==> src/rtl/orhb_pkg.sv <==
`default_nettype none

package orhb_pkg;

    // Fixed widths of the request and result fields.
    localparam int DATA_W  = 32;
    localparam int COUNT_W = 5;
    localparam int CAP_MIN = 2;
    localparam int CAP_RESET = 16;

    // Request codes.
    localparam logic REQ_INSERT = 1'b0;
    localparam logic REQ_REMOVE = 1'b1;

    // Result status codes.
    typedef enum logic [1:0] {
        ST_OK        = 2'd0,
        ST_OVERWRITE = 2'd1,
        ST_EMPTY     = 2'd2
    } t_status;

    // Shift command shared by every cell of the chain.
    typedef struct packed {
        logic push;
        logic pop;
    } t_shift;

endpackage

`default_nettype wire

==> src/rtl/orhb_cell.sv <==
`default_nettype none

module orhb_cell
    import orhb_pkg::*;
(
    input  wire logic              i_clk,
    input  wire t_shift            i_shift,
    input  wire logic [DATA_W-1:0] i_from_newer,
    input  wire logic [DATA_W-1:0] i_from_older,
    output logic      [DATA_W-1:0] o_data
);

    logic [DATA_W-1:0] r_data;
    logic [DATA_W-1:0] n_data;

    // A push takes the word from the newer neighbour, a pop the one from the older.
    always_comb begin
        n_data = r_data;
        if (i_shift.push) begin
            n_data = i_from_newer;
        end else if (i_shift.pop) begin
            n_data = i_from_older;
        end
    end

    // Payload register: no reset needed.
    always_ff @(posedge i_clk) begin
        r_data <= n_data;
    end

    assign o_data = r_data;

endmodule

`default_nettype wire

==> src/rtl/overwriting_ring_history_buffer.sv <==
`default_nettype none

// History buffer that keeps the most recent words up to a programmable capacity.
// Requests arrive on start with i_req_type and i_write_data; one is taken at every
// clock edge where start is high and busy is low. busy stays low, so a request may
// be issued in every cycle, giving a throughput of one request per cycle.
// An insert stores a word and, when the buffer is already full, drops the oldest
// word. A remove returns the newest word, so removal behaves like a stack.
// Each request gives one result word in the next cycle: o_strobe is high for a single
// cycle with o_status, o_read_data, o_entry_count, o_is_full and o_is_empty.
// The receiver cannot stall; results must be taken as they appear.
// The words live in a chain of cells, newest in the first cell, and the whole
// chain shifts by one place for each insert and each remove that finds a word.
// Writing i_cfg_wdata with i_cfg_we sets the capacity (below 2 acts as 2, above the
// lesser of DEPTH and 31 acts as that value) and empties the buffer. Reset empties the
// buffer and sets the capacity to 16 (or DEPTH if smaller); no clearing pass is needed.
module overwriting_ring_history_buffer
    import orhb_pkg::*;
#(
    parameter int DEPTH = 16
) (
    input  wire logic               i_clk,
    input  wire logic               i_rst_n,
    input  wire logic               start,
    output logic                    busy,
    input  wire logic               i_req_type,
    input  wire logic [DATA_W-1:0]  i_write_data,
    input  wire logic               i_cfg_we,
    input  wire logic [COUNT_W-1:0] i_cfg_wdata,
    output logic                    o_strobe,
    output logic [1:0]              o_status,
    output logic [DATA_W-1:0]       o_read_data,
    output logic [COUNT_W-1:0]      o_entry_count,
    output logic                    o_is_full,
    output logic                    o_is_empty
);

    // The capacity field cannot exceed its own range, so no more cells are useful.
    localparam int CAP_FIELD_MAX = (1 << COUNT_W) - 1;
    localparam int NCELL = (DEPTH < CAP_FIELD_MAX) ? DEPTH : CAP_FIELD_MAX;
    localparam int CAP_INIT = (CAP_RESET < NCELL) ? CAP_RESET : NCELL;

    logic               r_strobe;
    t_status            r_status;
    logic [DATA_W-1:0]  r_read_data;
    logic [COUNT_W-1:0] r_count;
    logic [COUNT_W-1:0] r_cap;

    logic [COUNT_W-1:0] n_count;
    logic [COUNT_W-1:0] n_cap;
    t_status            n_status;
    logic [DATA_W-1:0]  n_read_data;
    logic               w_accept;
    t_shift             w_shift;
    logic [DATA_W-1:0]  w_cell_data [NCELL];

    assign busy     = 1'b0;
    assign w_accept = start && !busy;

    // Clamp a written capacity into the range the chain supports.
    always_comb begin
        if (int'(i_cfg_wdata) < CAP_MIN) begin
            n_cap = COUNT_W'(CAP_MIN);
        end else if (int'(i_cfg_wdata) > NCELL) begin
            n_cap = COUNT_W'(NCELL);
        end else begin
            n_cap = i_cfg_wdata;
        end
    end

    // Request decode: new count, status, returned word and the chain shift.
    always_comb begin
        n_count       = r_count;
        n_status      = ST_OK;
        n_read_data   = '0;
        w_shift.push  = 1'b0;
        w_shift.pop   = 1'b0;
        if (w_accept) begin
            if (i_req_type == REQ_INSERT) begin
                w_shift.push = 1'b1;
                if (r_count == r_cap) begin
                    n_status = ST_OVERWRITE;
                end else begin
                    n_count = r_count + COUNT_W'(1);
                end
            end else if (r_count == '0) begin
                n_status = ST_EMPTY;
            end else begin
                w_shift.pop = 1'b1;
                n_read_data = w_cell_data[0];
                n_count     = r_count - COUNT_W'(1);
            end
        end
    end

    // Chain of cells, newest word in cell zero.
    for (genvar g = 0; g < NCELL; g++) begin : g_cell
        logic [DATA_W-1:0] w_newer;
        logic [DATA_W-1:0] w_older;
        if (g == 0) begin : g_first
            assign w_newer = i_write_data;
        end else begin : g_inner
            assign w_newer = w_cell_data[g-1];
        end
        if (g == NCELL - 1) begin : g_last
            assign w_older = w_cell_data[g];
        end else begin : g_mid
            assign w_older = w_cell_data[g+1];
        end
        orhb_cell u_cell (
            .i_clk        (i_clk),
            .i_shift      (w_shift),
            .i_from_newer (w_newer),
            .i_from_older (w_older),
            .o_data       (w_cell_data[g])
        );
    end

    // Control state: count, capacity and result strobe.
    always_ff @(posedge i_clk) begin
        if (!i_rst_n) begin
            r_count  <= '0;
            r_cap    <= COUNT_W'(CAP_INIT);
            r_strobe <= 1'b0;
        end else begin
            r_strobe <= w_accept;
            if (i_cfg_we) begin
                r_count <= '0;
                r_cap   <= n_cap;
            end else begin
                r_count <= n_count;
            end
        end
    end

    // Result payload.
    always_ff @(posedge i_clk) begin
        r_status    <= n_status;
        r_read_data <= n_read_data;
    end

    assign o_strobe      = r_strobe;
    assign o_status      = r_status;
    assign o_read_data   = r_read_data;
    assign o_entry_count = r_count;
    assign o_is_full     = (r_count == r_cap);
    assign o_is_empty    = (r_count == '0);

    // The fill count never runs past the capacity in use.
    a_count_le_cap: assert property (@(posedge i_clk) disable iff (!i_rst_n)
        r_count <= r_cap)
        else $error("entry count above capacity");

    // Every accepted request gives exactly one result in the next cycle.
    a_one_result: assert property (@(posedge i_clk) disable iff (!i_rst_n)
        w_accept |=> o_strobe)
        else $error("accepted request gave no result");

    a_no_stray_result: assert property (@(posedge i_clk) disable iff (!i_rst_n)
        !w_accept |=> !o_strobe)
        else $error("result without a request");

    // A capacity write empties the buffer.
    a_cfg_empties: assert property (@(posedge i_clk) disable iff (!i_rst_n)
        i_cfg_we |=> (r_count == '0))
        else $error("capacity write did not empty the buffer");

    // A failed remove returns no word.
    a_empty_no_data: assert property (@(posedge i_clk) disable iff (!i_rst_n)
        (o_strobe && (o_status == ST_EMPTY)) |-> (o_read_data == '0))
        else $error("remove from empty returned data");

endmodule

`default_nettype wire
==> config.mk <==
export PLATFORM = sky130hd
export DESIGN_NAME = overwriting_ring_history_buffer
export DESIGN_NICKNAME = d
export VERILOG_FILES = /design/src/rtl/orhb_pkg.sv /design/src/rtl/orhb_cell.sv /design/src/rtl/overwriting_ring_history_buffer.sv
export SDC_FILE = /design/constraint.sdc
export NUM_CORES = 1
export LEC_CHECK = 0
export BUFFER_PORTS_ARGS = -buffer_cell sky130_fd_sc_hd__buf_2
export CAP_MARGIN = 10
export CORE_MARGIN = 2
export CORE_UTILIZATION = 55
export CTS_CLUSTER_DIAMETER = 40
export CTS_CLUSTER_SIZE = 14
export DETAILED_ROUTE_END_ITERATION = 10
export PLACE_DENSITY = 0.76
export SETUP_SLACK_MARGIN = 0.05
export SLEW_MARGIN = 20
export SYNTH_ARGS = -nofsm -noshare
export SYNTH_HDL_FRONTEND = slang
export SYNTH_SLANG_ARGS = --single-unit
==> constraint.sdc <==
create_clock -name i_clk -period 17.1 [get_ports i_clk]
set_input_delay 3.42 -clock i_clk [delete_from_list [all_inputs] [get_ports i_clk]]
set_output_delay 3.42 -clock i_clk [all_outputs]
set_load 0.03 [all_outputs]
==> flow_summary_export.csv, run 1 <==
group,metric,value,unit
detailed_routing,wl_per_cell,16.5,um
worst_setup_path,regToRegSetupSlack,12.72,ns
worst_setup_path,critPathLaunchType,"primary input",
finish,finalInstanceArea,26000,um^2
cts,cts_root_buf,"clkbuf_16",
finish,area_growth,14.8,%
cts,clock_path_buffers,3,
detailed_routing,detail_route.iter0.violations,704,
placed_design,placed_cells,1760,
sta,finalSetupViolations,0,
detailed_routing,post-route-drc-count,0,
placed_design,placedInstanceArea,23500,um^2
finish,stdcell_count,1889,
worst_setup_path,worstPathCellList,"buf_2, nand2_1, o21ba_4, or2_4, buf_4, buf_4",
detailed_routing,postRouteWirelength,31100,um
power_and_ir_drop,power.density_cell_area,131,nW/um^2
placed_design,port_buffers,83,
finish,n_diodes,0,
worst_setup_path,worst-endpoint-arrival,7.13,ns
floorplanning,boundaryPins,85,
worst_setup_path,end_kind,"flip-flop",
placed_design,dp_hpwl,16600,um
cts,numCtsBuffers,69,
sta,tightestPinTransition,1.12,ns
synth,synth-adder-area-share,0.254,%
synth,synth.lib_cells_used.distinct,36,
global_route,globalRouteTotalUtil,14.7,%
finish,register_area,16300,um^2
synth,yosys_synthesis_warning_count,0,
cts,clkLatencyLatePin,0.57,ns
worst_setup_path,worst_path_max_delay_cell,"buf_4",
worst_setup_path,worst-path-max-fanout,89,
power_and_ir_drop,vdd_ir_drop_max,0.0636,mV
floorplanning,fp.dieW,207,um
min_path,holdCritPathClass,"flip-flop to flip-flop",
run,max_cap_violations,0,
synth,synthesis.area_per_instance,18.9,um^2
synth,prevailing_post_synth_register_cell,"edfxtp_1",
floorplanning,die_h,207,um
synth,asyncSetResetFlopFracSynth,0,%
finish,fillCellCount,2774,
cts,post_cts_resize_count,0,
synth,synth_seq_area_share,72.0,%
sta,timing.fmax,144,MHz
finish,leading_cell_type_in_the_layout_fill_and_taps_excluded,"edfxtp_1",
sta,layout_min_cycle_time,6.95,ns
floorplanning,initial_utilization,55.5,%
synth,synth_xor_area_share,0.310,%
synth,synth.area.top_cells,"edfxtp_1, mux2_2, dfxtp_1",
cts,clock_tree_from_tritoncts,"done",
synth,synth_seq_cells,557,
cts,htree_levels,3,
sta,setup_tns,0,ns
floorplanning,dieArea,42800,um^2
finish,design.final.nets,1346,
sta,worst_max_slew_margin_expressed_relative_to_the_limit,25.4,%
finish,multi_input_area,6040,um^2
global_route,grt_max_degree,218,
detailed_routing,drtPass1Iterations,4,
detailed_routing,route.vias.total,10195,
synth,synth_top_family_by_area,"multiplexers",
worst_setup_path,worst_path_largest_cell_delay,0.96,ns
finish,mostFrequentLayoutCells,"edfxtp_1, mux2_2, buf_2, clkbuf_16, dfxtp_1",
global_route,first_global_vias,10401,
synth,yosys.area.top_type,"edfxtp_1",
sta,final.period_utilization,40.6,%
cts,clk_pin_slew,0.06,ns
worst_setup_path,timing.reg2reg.worst_path_depth,5,
detailed_routing,drtAntennaViolNets,0,
synth,synth.area.mux_share,24.0,%
cts,post_cts.repair.setup_buffers,0,
cts,cts.sinks,557,
min_path,hold_depth,0,
worst_setup_path,cp_data_required_time,17.28,ns
detailed_routing,viasPerCell,5.40,
floorplanning,rows,74,
global_route,grt_first_pass_wirelength,51300,um
outcome,run_status,"finished clean",
synth,synth_simple_gate_area_share,1.51,%
finish,final_layout_size_suffix_gt1_share,51.7,%
synth,postSynthCellCount,1195,
sta,fin_worst_skew,0.0124,ns
global_route,grt_overflow_total,0,
worst_setup_path,criticalPathCategory,"primary input to flip-flop",
worst_setup_path,cpMostUsedCell,"buf_4",
cts,holdBufCountCts,0,
sta,rsz_0062_raised_after_global_routing,"no",
synth,syn-num-nets,1241,
synth,synth-compound-area-share,0.537,%
floorplanning,placeableCoreArea,40700,um^2
synth,syn-cell-area,22600,um^2
global_route,initial_antenna_violation_count,1,
synth,synthDominantCellAreaShare,68.0,%
sta,finalMaxSlewViolations,0,
synth,synth_enable_flop_cells,512,
placed_design,place.gp.congestion,0.702,
power_and_ir_drop,power.static_leakage,8.91,nW
sta,finalHoldViolations,0,
==> flip-flops by register name (all words and copies together), names as in the netlist <==
| register | flops |
|---|---|
| r_cap | 5 |
| o_status | 2 |
| o_read_data | 32 |
| o_entry_count | 5 |
| o_strobe | 1 |
| g_cell.u_cell.o_data | 512 |
==> critical path, delay by kind of cell <==
family / cells / cell delay (ns)
buf+inv: 3 / 2.04
compound gates: 1 / 0.53
simple gates: 2 / 0.97
==> synthesized netlist by cell type (2+ instances only) <==
cell      instances
mux2i_1           3
edfxtp_1        512
o22ai_1           2
and2_1           35
o21ai_0           2
inv_1             8
mux2_2          480
nand2_1           6
nor2_1            7
a21oi_1           3
clkbuf_1         20
dfxtp_1          45
ha_1              3
nor2b_1           2
xnor2_1           8
buf_2            38
and2_2            2
==> routing by layer <==
metal / track usage, % / vias up / routed length [um]
li1: - / 4904 / -
met4: 5.67 / 2 / 601
met5: 0 / - / 13
met3: 3.45 / 55 / 1300
met1: 20.2 / 5099 / 14500
met2: 23.1 / 135 / 14700
==> per-stage QoR <==
step / total power [mW] / setup WS, ns / hold WS, ns / util, %
final: 3.39 / 10.15 / 0.443 / 63.7
after global routing: 3.52 / 9.81 / 0.455 / 63.7
after CTS: 3.44 / 10.10 / 0.441 / 63.6
after detailed placement: 1.92 / 9.49 / 0.430 / 57.7
after global placement: 1.91 / 9.58 / 0.427 / 57.7
after floorplan: 1.88 / 5.40 / 0.422 / -
==> cell type report <==
| type | instances | area share [%] |
|---|---|---|
| clock inverter | 54 | 2.42 |
| sequential | 557 | 62.7 |
| timing repair buffer | 94 | 2.04 |
| inverter | 8 | 0.116 |
| clock buffer | 74 | 6.89 |
| tap | 532 | 2.56 |
| multi-input combinational | 570 | 23.3 |
==> worst paths after layout <==
path                                                          endpoint                                   start
worst max-delay path             g_cell[5].u_cell.o_data[27]$_DFFE_PP_                              i_req_type
worst min-delay path            g_cell[15].u_cell.o_data[14]$_DFFE_PP_  g_cell[14].u_cell.o_data[14]$_DFFE_PP_
worst max register to register   g_cell[5].u_cell.o_data[27]$_DFFE_PP_           o_entry_count[0]$_SDFFE_PP0P_
worst min register to register  g_cell[15].u_cell.o_data[14]$_DFFE_PP_  g_cell[14].u_cell.o_data[14]$_DFFE_PP_
==> power breakdown <==
group          switching [mW]  internal [mW]  total [mW]
clock                   0.586          0.918        1.50
combinational           0.105          0.112       0.217
sequential             0.0455           1.63        1.67
==> logic make-up after synthesis <==
logic type,count (synthesis)
flops,557
mux,483
buf+inv,68
simple gates,59
compound gates,15
xor+xnor,8
fa+ha+maj,4
other cells,1
No activity file was read; power rests on OpenSTA's default activity.
==> inputs of run 2 (changes only) <==
--- a/config.mk
+++ b/config.mk
@@ -12,7 +12,7 @@
 export CTS_CLUSTER_DIAMETER = 40
 export CTS_CLUSTER_SIZE = 14
 export DETAILED_ROUTE_END_ITERATION = 10
-export PLACE_DENSITY = 0.76
+export PLACE_DENSITY = 0.79
 export SETUP_SLACK_MARGIN = 0.05
 export SLEW_MARGIN = 20
 export SYNTH_ARGS = -nofsm -noshare
==> constraint.sdc (replaced) <==
create_clock -name i_clk -period 6.2 [get_ports i_clk]
set_input_delay 1.24 -clock i_clk [delete_from_list [all_inputs] [get_ports i_clk]]
set_output_delay 1.24 -clock i_clk [all_outputs]
set_load 0.03 [all_outputs]
==> run 2 against run 1 <==
Effect of this change:
- count of clock-buffer cells in the layout up 4
- via count shrank 0.77%
- routed wire length is 1.6% higher
- clock skew grew 0.0066 ns
- final area fell by 0.21%
- largest cell class unchanged
- clock power grew to 2.6 times the previous value
- first-iteration DRC count up 4.5%
- register-to-register slack got worse by 9.4 ns
- critical path depth shrank 1
- non-clock buffer count rose by 1
- final cell count down 0.37%
- highest routed layer is now met4
==> flow_summary_export.csv, run 2 (synthesized netlist as in run 1, its figures left out) <==
group,metric,value,unit
sta,layout_min_cycle_time,3.35,ns
finish,largest_reg_flops,512,
sta,finalMaxSlewViolations,0,
placed_design,port_buffers,83,
power_and_ir_drop,power.static_leakage,8.87,nW
worst_setup_path,worstPathCellList,"buf_2, nor2b_4, buf_12, buf_4, mux2_2",
power_and_ir_drop,totalPowerFinal,9.16,mW
detailed_routing,wl_per_cell,16.8,um
sta,finalHoldViolations,0,
sta,fin_worst_skew,0.0190,ns
run,max_cap_violations,0,
cts,clk_pin_slew,0.05,ns
global_route,initial_antenna_violation_count,0,
outcome,run_status,"finished clean",
cts,clkLatencyLatePin,0.56,ns
global_route,grt_first_pass_wirelength,51900,um
finish,finalInstanceArea,25900,um^2
finish,register_area,16300,um^2
cts,post_cts.repair.setup_buffers,0,
worst_setup_path,worst_path_largest_cell_delay,0.90,ns
min_path,hold_depth,0,
floorplanning,initial_utilization,55.5,%
global_route,first_global_vias,10404,
placed_design,placedInstanceArea,23600,um^2
placed_design,placed_cells,1761,
cts,cts.sinks,557,
cts,numCtsBuffers,66,
min_path,holdCritPathClass,"flip-flop to flip-flop",
cts,post_cts_resize_count,0,
floorplanning,placeableCoreArea,40700,um^2
detailed_routing,viasPerCell,5.38,
finish,final_layout_size_suffix_gt1_share,51.2,%
finish,mostFrequentLayoutCells,"edfxtp_1, mux2_2, buf_2, clkbuf_16, dfxtp_1",
worst_setup_path,worst_path_dominant_cell_family,"buffers and inverters",
cts,clock_tree_from_tritoncts,"done",
worst_setup_path,critPathBufInv,3,
detailed_routing,detail_route.iter0.violations,736,
cts,clock_path_buffers,3,
global_route,grt_overflow_total,0,
power_and_ir_drop,power.density_cell_area,354,nW/um^2
finish,multi_input_area,6040,um^2
sta,rsz_0062_raised_after_global_routing,"no",
placed_design,dp_hpwl,17500,um
floorplanning,fp.dieW,207,um
global_route,grt_max_degree,176,
sta,tightestPinTransition,0.997,ns
worst_setup_path,worst-endpoint-arrival,3.64,ns
sta,fin_hold_ws,0.446,ns
finish,fillCellCount,2725,
worst_setup_path,worst-path-max-fanout,175,
global_route,globalRouteTotalUtil,15.0,%
worst_setup_path,timing.reg2reg.worst_path_depth,5,
worst_setup_path,criticalPathCategory,"primary input to flip-flop",
worst_setup_path,critPathLaunchType,"primary input",
detailed_routing,drtAntennaViolNets,0,
worst_setup_path,cp_data_required_time,6.49,ns
cts,cts_root_buf,"clkbuf_16",
floorplanning,rows,74,
floorplanning,dieArea,42800,um^2
sta,worst_max_slew_margin_expressed_relative_to_the_limit,33.5,%
detailed_routing,drtPass1Iterations,4,
cts,holdBufCountCts,0,
placed_design,place.gp.congestion,0.734,
finish,n_diodes,0,
detailed_routing,post-route-drc-count,0,
sta,finalSetupViolations,0,
detailed_routing,route.vias.total,10116,
floorplanning,boundaryPins,85,
finish,area_growth,14.5,%
worst_setup_path,worst_path_max_delay_cell,"buf_4",
sta,setup_tns,0,ns
sta,final.period_utilization,54.0,%
floorplanning,die_h,207,um
finish,design.final.nets,1344,
cts,htree_levels,3,
finish,leading_cell_type_in_the_layout_fill_and_taps_excluded,"edfxtp_1",
worst_setup_path,end_kind,"flip-flop",
power_and_ir_drop,vdd_ir_drop_max,0.183,mV
detailed_routing,postRouteWirelength,31600,um
sta,timing.fmax,299,MHz
worst_setup_path,critical_path_cell_count,5,
finish,stdcell_count,1882,
[run 2: final cells by class]
cell class | count | area share, %
repair buffers | 95 | 2.37
clock buffers | 78 | 6.96
well taps | 532 | 2.57
flip-flops and latches | 557 | 62.8
multi-input cells | 570 | 23.3
inverters | 8 | 0.116
clock inverters | 42 | 1.84
[run 2: final timing paths]
kind                                         start                                      to  slack (ns)
max                                     i_req_type   g_cell[14].u_cell.o_data[1]$_DFFE_PP_        2.85
max reg2reg          o_entry_count[0]$_SDFFE_PP0P_  g_cell[14].u_cell.o_data[22]$_DFFE_PP_        3.34
min          g_cell[14].u_cell.o_data[2]$_DFFE_PP_   g_cell[15].u_cell.o_data[2]$_DFFE_PP_        0.45
min reg2reg  g_cell[14].u_cell.o_data[2]$_DFFE_PP_   g_cell[15].u_cell.o_data[2]$_DFFE_PP_        0.45
[run 2: metal layers]
layer / global-route usage (%) / wire (um)
met1: 20.1 / 14400
met2: 24.3 / 15600
met3: 3.39 / 1130
met4: 5.17 / 546
met5: 0 / 0
[run 2: stage by stage]
step                      setup slack, ns  util (%)
after floorplan                     0.177         -
after global placement               2.17      57.9
after detailed placement             2.14      57.9
after CTS                            2.72      63.5
after global routing                 2.70      63.6
final                                2.85      63.6
[run 2: report_power, final]
| group | switching (mW) | total (mW) | internal, mW |
|---|---|---|---|
| Sequential | 0.129 | 4.61 | 4.48 |
| Clock | 1.51 | 3.93 | 2.42 |
| Combinational | 0.294 | 0.614 | 0.319 |
| Total | 1.94 | 9.16 | 7.22 |
